**src/rtl/assert_macros.svh**
```systemverilog
// Assertion macros used by the top-level RTL of the positional array list.
// Needs clk_i and rst_ni in the scope of the module that uses them.
`ifndef ASSERT_MACROS_SVH
`define ASSERT_MACROS_SVH

// Check a property on every rising clock edge outside reset.
`define ASSERT_CLK(lbl, prop, msg) \
  lbl: assert property (@(posedge clk_i) disable iff (!rst_ni) (prop)) else $error(msg);

// Check that a condition never holds on a rising clock edge outside reset.
`define ASSERT_NEVER(lbl, cond, msg) \
  lbl: assert property (@(posedge clk_i) disable iff (!rst_ni) !(cond)) else $error(msg);

`endif

```
**src/rtl/pal_pkg.sv**
```systemverilog
// Package of the positional array list: sizes, operation and status codes,
// and the plan that the request checker hands to the top level. No dependencies.
`default_nettype none

package pal_pkg;

  localparam int unsigned CAPACITY   = 64;
  localparam int unsigned DATA_WIDTH = 32;
  localparam int unsigned ADDR_W     = $clog2(CAPACITY);
  localparam int unsigned CNT_W      = $clog2(CAPACITY + 1);
  localparam int unsigned MODE_W     = 2;
  localparam int unsigned POS_W      = 7;
  localparam int unsigned VAL_W      = 32;
  localparam int unsigned STAT_W     = 2;
  localparam int unsigned CMP_W      = ((POS_W > CNT_W) ? POS_W : CNT_W) + 1;

  typedef enum logic [MODE_W-1:0] {
    OP_INSERT = 2'd0,
    OP_DELETE = 2'd1,
    OP_LOCATE = 2'd2,
    OP_CLEAR  = 2'd3
  } op_e;

  typedef enum logic [STAT_W-1:0] {
    STAT_OK    = 2'd0,
    STAT_RANGE = 2'd1,
    STAT_FULL  = 2'd2
  } status_e;

  typedef struct packed {
    status_e             status;
    logic                walk;
    logic [ADDR_W-1:0]   first;
    logic [ADDR_W-1:0]   base;
    logic [CNT_W-1:0]    num;
  } plan_t;

endpackage

`default_nettype wire

```
**src/rtl/pal_check.sv**
```systemverilog
// Request checker of the positional array list: range and fullness checks
// and the slot walk (first address, entry count) for one request. Uses pal_pkg.
`default_nettype none

module pal_check (
  input  pal_pkg::op_e                 mode_i,
  input  logic [pal_pkg::POS_W-1:0]    position_i,
  input  logic [pal_pkg::CNT_W-1:0]    count_i,
  output pal_pkg::plan_t               plan_o
);
  import pal_pkg::*;

  logic [CMP_W-1:0] pos_w;
  logic [CMP_W-1:0] cnt_w;
  logic [CMP_W-1:0] cap_w;
  logic [CMP_W-1:0] span_w;

  assign pos_w  = CMP_W'(position_i);
  assign cnt_w  = CMP_W'(count_i);
  assign cap_w  = CMP_W'(CAPACITY);
  assign span_w = cnt_w - pos_w + CMP_W'(1);

  always_comb begin
    plan_o        = '0;
    plan_o.status = STAT_OK;
    plan_o.base   = ADDR_W'(pos_w - CMP_W'(1));
    case (mode_i)
      OP_INSERT: begin
        if (pos_w == '0 || pos_w > cnt_w + CMP_W'(1)) begin
          plan_o.status = STAT_RANGE;
        end else if (cnt_w >= cap_w) begin
          plan_o.status = STAT_FULL;
        end else begin
          plan_o.walk  = 1'b1;
          plan_o.first = ADDR_W'(cnt_w - CMP_W'(1));
          plan_o.num   = CNT_W'(span_w);
        end
      end
      OP_DELETE: begin
        if (pos_w == '0 || pos_w > cnt_w) begin
          plan_o.status = STAT_RANGE;
        end else begin
          plan_o.walk  = 1'b1;
          plan_o.first = ADDR_W'(pos_w - CMP_W'(1));
          plan_o.num   = CNT_W'(span_w);
        end
      end
      OP_LOCATE: begin
        plan_o.walk  = 1'b1;
        plan_o.first = '0;
        plan_o.num   = count_i;
      end
      default: begin
        plan_o.walk = 1'b0;
      end
    endcase
  end

endmodule

`default_nettype wire

```
**src/rtl/positional_array_list.sv**
```systemverilog
// Top level of the positional array list: slot memory, walk sequencer and
// output register. Uses pal_pkg, pal_check and assert_macros.svh.
//
//   channel   dir  tuser        tdata (lowest bit up)
//   s_axis    in   mode[1:0]    position[6:0], value[38:7], zero pad to 40
//   m_axis    out  status[1:0]  removed_value[31:0], found_position[38:32],
//                               length[45:39], zero pad to 48
//
// One item at a time. Insert and delete walk the entries from position p to
// the list end, locate walks until a match or the list end; errors and clear
// skip the walk. The walk moves one entry per cycle through the memory's
// single read and write ports and then drains the last read.
// Reset clears the entry count; slot contents are never cleared.
// A result waiting on m_axis stalls only the end of the next item.
`default_nettype none
`include "assert_macros.svh"

module positional_array_list (
  input  logic        clk_i,
  input  logic        rst_ni,
  input  logic        s_axis_tvalid_i,
  output logic        s_axis_tready_o,
  input  logic [39:0] s_axis_tdata_i,   // position[6:0], value[38:7]
  input  logic [1:0]  s_axis_tuser_i,   // mode[1:0]
  output logic        m_axis_tvalid_o,
  input  logic        m_axis_tready_i,
  output logic [47:0] m_axis_tdata_o,   // removed_value, found_position, length
  output logic [1:0]  m_axis_tuser_o    // status[1:0]
);
  import pal_pkg::*;

  typedef enum logic [2:0] {
    FSM_IDLE = 3'b001,
    FSM_WALK = 3'b010,
    FSM_FIN  = 3'b100
  } fsm_e;

  fsm_e                   fsm_q, fsm_d;
  op_e                    op_q;
  op_e                    in_mode;
  logic [DATA_WIDTH-1:0]  val_q;
  logic [ADDR_W-1:0]      base_q;
  logic [ADDR_W-1:0]      rd_ptr_q, rd_ptr_d;
  logic [CNT_W-1:0]       rd_left_q, rd_left_d;
  logic                   rd_vld_q;
  logic [ADDR_W-1:0]      rd_addr_q;
  logic [DATA_WIDTH-1:0]  rdata_q;
  logic [CNT_W-1:0]       count_q, count_d;
  status_e                status_q, status_d;
  logic [DATA_WIDTH-1:0]  removed_q, removed_d;
  logic [POS_W-1:0]       found_q, found_d;
  logic                   out_valid_q;
  status_e                out_status_q;
  logic [VAL_W-1:0]       out_removed_q;
  logic [POS_W-1:0]       out_found_q;
  logic [POS_W-1:0]       out_len_q;

  logic [DATA_WIDTH-1:0]  slot_mem [CAPACITY];
  logic                   mem_we;
  logic [ADDR_W-1:0]      mem_waddr;
  logic [DATA_WIDTH-1:0]  mem_wdata;
  logic                   rd_en;
  logic                   drained;
  logic                   load_in;
  logic                   load_out;
  plan_t                  plan;

  assign in_mode = op_e'(s_axis_tuser_i);

  pal_check u_check (
    .mode_i     (in_mode),
    .position_i (s_axis_tdata_i[6:0]),
    .count_i    (count_q),
    .plan_o     (plan)
  );

  assign s_axis_tready_o = (fsm_q == FSM_IDLE);
  assign drained         = (rd_left_q == '0) && !rd_vld_q;

  always_comb begin
    fsm_d     = fsm_q;
    rd_ptr_d  = rd_ptr_q;
    rd_left_d = rd_left_q;
    count_d   = count_q;
    status_d  = status_q;
    removed_d = removed_q;
    found_d   = found_q;
    mem_we    = 1'b0;
    mem_waddr = rd_addr_q;
    mem_wdata = rdata_q;
    rd_en     = 1'b0;
    load_in   = 1'b0;
    load_out  = 1'b0;
    case (fsm_q)
      FSM_IDLE: begin
        if (s_axis_tvalid_i) begin
          load_in   = 1'b1;
          status_d  = plan.status;
          removed_d = '0;
          found_d   = '0;
          rd_ptr_d  = plan.first;
          rd_left_d = plan.num;
          if (in_mode == OP_CLEAR) begin
            count_d = '0;
          end
          fsm_d = plan.walk ? FSM_WALK : FSM_FIN;
        end
      end
      FSM_WALK: begin
        rd_en = (rd_left_q != '0);
        if (rd_en) begin
          rd_left_d = rd_left_q - CNT_W'(1);
          rd_ptr_d  = (op_q == OP_INSERT) ? rd_ptr_q - ADDR_W'(1) : rd_ptr_q + ADDR_W'(1);
        end
        case (op_q)
          OP_INSERT: begin
            if (rd_vld_q) begin
              mem_we    = 1'b1;
              mem_waddr = rd_addr_q + ADDR_W'(1);
            end else if (drained) begin
              mem_we    = 1'b1;
              mem_waddr = base_q;
              mem_wdata = val_q;
              count_d   = count_q + CNT_W'(1);
              fsm_d     = FSM_FIN;
            end
          end
          OP_DELETE: begin
            if (rd_vld_q) begin
              if (rd_addr_q == base_q) begin
                removed_d = rdata_q;
              end else begin
                mem_we    = 1'b1;
                mem_waddr = rd_addr_q - ADDR_W'(1);
              end
            end else if (drained) begin
              count_d = count_q - CNT_W'(1);
              fsm_d   = FSM_FIN;
            end
          end
          OP_LOCATE: begin
            if (rd_vld_q && rdata_q == val_q) begin
              found_d = POS_W'({1'b0, rd_addr_q}) + POS_W'(1);
              fsm_d   = FSM_FIN;
            end else if (drained) begin
              fsm_d = FSM_FIN;
            end
          end
          default: begin
            fsm_d = FSM_FIN;
          end
        endcase
      end
      FSM_FIN: begin
        if (!out_valid_q || m_axis_tready_i) begin
          load_out = 1'b1;
          fsm_d    = FSM_IDLE;
        end
      end
      default: begin
        fsm_d = FSM_IDLE;
      end
    endcase
  end

  always_ff @(posedge clk_i) begin
    if (mem_we) begin
      slot_mem[mem_waddr] <= mem_wdata;
    end
    if (rd_en) begin
      rdata_q <= slot_mem[rd_ptr_q];
    end
  end

  always_ff @(posedge clk_i or negedge rst_ni) begin
    if (!rst_ni) begin
      fsm_q       <= FSM_IDLE;
      rd_left_q   <= '0;
      rd_vld_q    <= 1'b0;
      count_q     <= '0;
      out_valid_q <= 1'b0;
    end else begin
      fsm_q     <= fsm_d;
      rd_left_q <= rd_left_d;
      rd_vld_q  <= rd_en;
      count_q   <= count_d;
      if (load_out) begin
        out_valid_q <= 1'b1;
      end else if (m_axis_tready_i) begin
        out_valid_q <= 1'b0;
      end
    end
  end

  always_ff @(posedge clk_i) begin
    rd_ptr_q  <= rd_ptr_d;
    rd_addr_q <= rd_ptr_q;
    status_q  <= status_d;
    removed_q <= removed_d;
    found_q   <= found_d;
    if (load_in) begin
      op_q   <= in_mode;
      val_q  <= DATA_WIDTH'(s_axis_tdata_i[38:7]);
      base_q <= plan.base;
    end
    if (load_out) begin
      out_status_q  <= status_q;
      out_removed_q <= VAL_W'(removed_q);
      out_found_q   <= found_q;
      out_len_q     <= POS_W'(count_q);
    end
  end

  assign m_axis_tvalid_o = out_valid_q;
  assign m_axis_tuser_o  = out_status_q;
  assign m_axis_tdata_o  = {2'b00, out_len_q, out_found_q, out_removed_q};

  `ASSERT_CLK(a_len_step, (count_q != $past(count_q)) && (count_q != '0) |-> (count_q == $past(count_q) + CNT_W'(1)) || (count_q == $past(count_q) - CNT_W'(1)), "length moved by more than one")
  `ASSERT_CLK(a_rd_in_list, rd_en |-> CNT_W'(rd_ptr_q) < count_q, "slot read beyond the list")
  `ASSERT_CLK(a_wr_in_list, mem_we |-> CNT_W'(mem_waddr) <= count_q, "slot write beyond the list end")

endmodule

`default_nettype wire

```
**config.mk**
```make
export PLATFORM = sky130hd
export DESIGN_NAME = positional_array_list
export DESIGN_NICKNAME = d
export VERILOG_FILES = /design/src/rtl/pal_pkg.sv /design/src/rtl/pal_check.sv /design/src/rtl/positional_array_list.sv
export VERILOG_INCLUDE_DIRS = /design/src /design/src/rtl
export SDC_FILE = /design/constraint.sdc
export NUM_CORES = 2
export LEC_CHECK = 0
export ABC_AREA = 1
export CELL_PAD_IN_SITES_DETAIL_PLACEMENT = 1
export CELL_PAD_IN_SITES_GLOBAL_PLACEMENT = 2
export CORE_MARGIN = 5
export CORE_UTILIZATION = 36
export CTS_BUF_LIST = sky130_fd_sc_hd__clkbuf_16
export DETAILED_ROUTE_END_ITERATION = 7
export DONT_BUFFER_PORTS = 1
export HOLD_SLACK_MARGIN = 0.02
export PLACE_DENSITY = 0.64
export SLEW_MARGIN = 20
export SYNTH_ARGS = -nofsm -noshare
export SYNTH_HDL_FRONTEND = slang
export SYNTH_SLANG_ARGS = --single-unit
```
**constraint.sdc**
```tcl
create_clock -name clk_i -period 9.4 [get_ports clk_i]
set_clock_uncertainty 0.1 [all_clocks]
set_input_delay 2.82 -clock clk_i [delete_from_list [all_inputs] [get_ports clk_i]]
set_output_delay 2.82 -clock clk_i [all_outputs]
set_load 0.02 [all_outputs]
```
======== Word-level counts from Yosys, hierarchy flattened ========
Memory sizes are Yosys's and may differ from the RTL's. A register that Yosys moved wholly into a read port is not among the register bits.
Cells that the tools add are included.
storage, ports and cells
  register bits after elaboration ......... 160
  input port bits ......................... 46
  memories ................................ 1
  memory bits (writable) .................. 2,048
  output and inout bits ................... 52
  word-level logic and storage cells ...... 150
cells by class
  order comparisons ....................... 3
  equal/unequal tests ..................... 25
  multiplexer cells ....................... 70
  reductions and logical operators ........ 21
  add/sub/neg operators ................... 13
memories
  memory    words  bits a word  rd ports  clocked after Yosys merged registers in  wr ports  line                         text
  slot_mem  64     32           1         1                                        1         positional_array_list.sv:58  logic [DATA_WIDTH-1:0] slot_mem [CAPACITY];
operators with widths
  kind                                              count
  2-to-1 mux 32 bit                                 8
  2-to-1 mux 7 bit                                  17
  case mux 32 bit (2 select lines)                  1
  case mux 7 bit (2 select lines)                   4
  2-to-1 mux 6 bit                                  8
  case mux 6 bit (2 select lines)                   3
  equality test 32 bit                              1
  subtractor 6 x 1 -> 6 bit, second input constant  4
  case mux 7 bit (3 select lines)                   1
  2-to-1 mux 3 bit                                  6
  2-to-1 mux 1 bit                                  15
  inequality test 3 bit, second input constant      5
  adder 7 x 1 -> 7 bit, second input constant       2
  inequality test 2 bit, second input constant      7
  subtractor 7 x 1 -> 7 bit, second input constant  2
  adder 6 x 1 -> 6 bit, second input constant       2
  case mux 3 bit (3 select lines)                   1
  adder 7 x 1 -> 8 bit, second input constant       1
  greater-than comparator 7 x 8 -> 1 bit            1
  logical NOT 8 bit                                 1
  AND reduction 8 bit                               1
  adder 6 x 1 -> 7 bit, second input constant       1
  >= comparator 7 bit, second input constant        1
  greater-than comparator 7 bit                     1
  26 further kinds                                  38

======== Longest topological paths before layout ========
  depth in word-level cells ............... 8
  mapped depth ............................ 18
  gate-level depth less buffers ........... 18

======== Hierarchy ========
From an unflattened synthesis, not the netlist that was laid out.
unflattened totals
  cell total of the unflattened synthesis .. 7,033
  area, all modules ....................... 89,975.0 µm²
by module, submodules not included
  module                 seq. area each (µm²)  area an instance (µm²)  instances  cells an instance
  positional_array_list  67,110.6              88,521.1                1          6,778
  pal_check              0.0                   1,453.9                 1          255

======== Worst setup path after synthesis ========
Ideal clock, no wire load.
  path kind ............................... input to register
  start point ............................. input s_axis_tvalid_i
  end point ............................... register rd_ptr_q[0], enable pin
  stages on the path ...................... 4
  library setup time ...................... 326 ps
  data arrival time ....................... 5,400 ps
  slack ................................... 3,573 ps
  path buffers ............................ 0
  required time ........................... 8,974 ps
  cells stage by stage .................... inv_1 nor2_1 nor2_1 inv_2
between the ends
  cells in the longest elaborated chain, start to end .. 2
ends and longest elaborated chain
  item                             line                          text
  start: declaration               positional_array_list.sv:21   input logic s_axis_tvalid_i,
  inequality test 2 bit (no line)  n/a
  AND reduction 3 bit (no line)    n/a
  end signal: assignment           positional_array_list.sv:196  rd_ptr_q <= rd_ptr_d;
  end: declaration                 positional_array_list.sv:43   logic [ADDR_W-1:0] rd_ptr_q, rd_ptr_d;
Every way passes these cells.
A chain may end at the register's enable or synchronous reset.

==> flow_summary.ini <==
[detailed_routing]
dr.pass1.iters = 7
drt_iter0_drc = 5131
wl_per_cell_um = 29.20
num_vias = 58996
met3_length_mm = 15.63
ant_nets = 0
dr.max_layer_used = met5
drc_errors = 0
met2_length_mm = 141.8
wl_met1_mm = 139.6
wl_mm = 305.0
via_per_inst = 5.648

[yosys]
synthesis.area_um2 = 89470
async_flop_share = 0.008482
synthAdderAreaFrac = 0.006125
syn-mean-instance-area_um2 = 12.82
yosys.area_share.xor_xnor = 0.004195
synth_flop_cell = edfxtp_1
synth_most_common_cell = edfxtp_1
yosys_warnings = 0
synth_top_family_by_area = compound AO/OA/AOI/OAI gates
yosys.area_share.simple = 0.08700
synth_top_cell_area_share = 0.7434
netlist_instances = 6981
synth-edff-count = 2215
synth_top_cell_by_area = edfxtp_1
synth_seq_area_share = 0.7501
ys_ff_latch = 2240
synth_compound_area_frac = 0.1250
synthTopCellsByArea = edfxtp_1, o21ai_0, nor2_1
synth_common_cells = edfxtp_1, nor2_1, o21ai_0
yosysUniqueCellTypes = 49
synthMuxAreaShare = 0

[global_routing]
grt_max_degree = 167
antenna_found_initial = 14
grt_overflow_total = 0
grt_pass1_wl_mm = 432.7
grt_use_total = 0.2300
grt_pass1_vias = 59260

[sta]
hold_viol = 0
fmax_mhz = 195.6
fin_crit_sh = 0.5439
setup_tns_ns = 0
whs_ns = 0.3179
layout_min_cycle_time_ns = 5.112
setup_violations = 0
slew_violations = 0
worst_pin_slew_ns = 1.080
relSlewSlack = 0.2774
rsz0062_at_grt = false

[final_layout]
drive_above_1_share = 0.08540
final_nets = 6999
finish.utilization = 0.4087
area_growth_pct = 13.29

[clock_tree]
root_buffer = clkbuf_16
clock_path_buffers = 3
cts_buffers = 234
cts_tree = built
cts_resized = 0
clkSlewWorstSetupHoldPaths_ns = 0.06
htreeDepth = 4
cts_hold_buf = 0
clock_latency_ns = 0.90
postCtsSetupBuffers = 0
clock_sinks = 2240

[setup_path]
crit_arrival_ns = 5.61
r2r.worst_path.cells = 9
startpoint_type = register
crit_type = reg -> reg
crit_path_end = rdata_q[7]
worst_ep_required_time_ns = 9.90
worst-path-max-fanout = 160
critPathLaunch = rd_ptr_q[0]
rr_startpoint = rd_ptr_q[0]
r2r-end = rdata_q[7]
r2r_slack_ns = 4.29
setup.worst_path.end_class = register

[run]
cap_violations = 0

[floorplan]
die_h_um = 508.5
num_rows = 183
start_util = 0.3608
num_io_pins = 98
die-area_um2 = 258600
core_um2 = 248000
die_width_um = 508.5

[power_and_ir_drop]
p_leak_nw = 32.63
p_total_w = 0.02953
vdd_ir_drop_max_v = 0.0002019
p_per_area_nw_per_um2 = 291.3

[outcome]
status = complete, no violations

[min_path]
min-delay-start = removed_q[7]
hp-class = reg -> reg

[placement]
place_congestion = 0.8101
portBuffers = 0
hpwl_mm = 155.1
## how the worst min path moves through the flow
stage	endpoint	slack [ns]	depth (start not counted)
after floorplan	rd_addr_q[0]	0.25	0
after global placement	out_found_q[3]	0.31	0
after detailed placement	out_removed_q[21]	0.31	0
after CTS	out_removed_q[7]	0.32	0
after global routing	out_found_q[6]	0.33	0
final	out_removed_q[7]	0.32	0
## placed cells by master, fill, tap and decap left out, types with 5 or more instances in the layout
master,count
a21oi_1,43
a21oi_4,17
buf_12,16
buf_4,139
bufinv_16,14
clkbuf_16,234
clkinv_1,62
clkinv_2,27
clkinv_8,6
clkinvlp_4,5
dfrtp_1,18
dfxtp_1,6
diode_2,7
edfxtp_1,2215
ha_1,39
inv_1,208
inv_2,12
inv_6,5
nand2_1,379
nand2_2,6
nand3_1,91
nand3b_1,6
nand4_1,22
nand4_2,6
nor2_1,1379
nor2_2,5
nor2_4,68
nor3_1,12
o211ai_1,7
o21ai_0,1289
o21ai_1,39
o21ai_4,17
o221ai_1,6
o22ai_1,625
xnor2_1,15
xor2_1,26
## metrics by stage
step           instances  worst slack (ns)  instance area [um^2]
6_report           10445             4.288                101400
5_1_grt            10440             3.952                101300
4_1_cts            10438             4.280                101300
3_5_place_dp       10005             3.776                 94060
3_3_place_gp       10004             3.853                 94040
2_1_floorplan       6982             3.573                 89470
## flip-flops by register name, summed over array words and instances (netlist names)
register / flops
status_q: 2
op_q: 2
m_axis_tvalid_o: 1
count_q: 7
slot_mem: 2048
base_q: 6
rdata_q: 32
rd_left_q: 7
val_q: 32
fsm_q: 3
found_q: 7
removed_q: 32
out_found_q: 7
out_len_q: 7
out_removed_q: 32
rd_vld_q: 1
m_axis_tuser_o: 2
rd_ptr_q: 6
rd_addr_q: 6
## routing by layer
metal / vias to the layer above / GRT usage
li1: 25625 / -
met1: 31322 / 0.3292
met2: 1683 / 0.3723
met3: 364 / 0.02712
met4: 2 / 0.06336
met5: - / 0
## final cells by class
| class | instances | area, um^2 |
|---|---|---|
| Antenna cell | 7 | 17.52 |
| Clock buffer | 234 | 5856 |
| Clock inverter | 199 | 1418 |
| Fill cell | 25456 | 146600 |
| Inverter | 153 | 604.3 |
| Multi-Input combinational cell | 4126 | 20790 |
| Sequential cell | 2240 | 67110 |
| Tap cell | 3330 | 4167 |
| Timing Repair Buffer | 156 | 1391 |
## worst max-delay path, cell delays in order (launching register included)
cell and delay, ns:
edfxtp_1 0.85, buf_4 0.48, buf_4 0.69, buf_12 0.49, o21ai_0 0.21, o22ai_1 0.27, o21ai_0 0.12, o22ai_1 0.49
o21ai_0 0.17, o21ai_1 0.57
## cell families after synthesis
kind of cell,count (synthesis)
AOI/OAI and AO/OA,2057
DFF,2240
buffers and inverters,616
adders and majority gates,42
and+or+nand+nor,1983
other,1
xor gates and xnor gates,42
## power by group
group	internal, W	total, W	switching [W]
logic	0.00206	0.00875	0.00669
clock network	0.00489	0.00883	0.00394
registers	0.0117	0.0120	0.000265
Power figures use the tool's default switching activity.
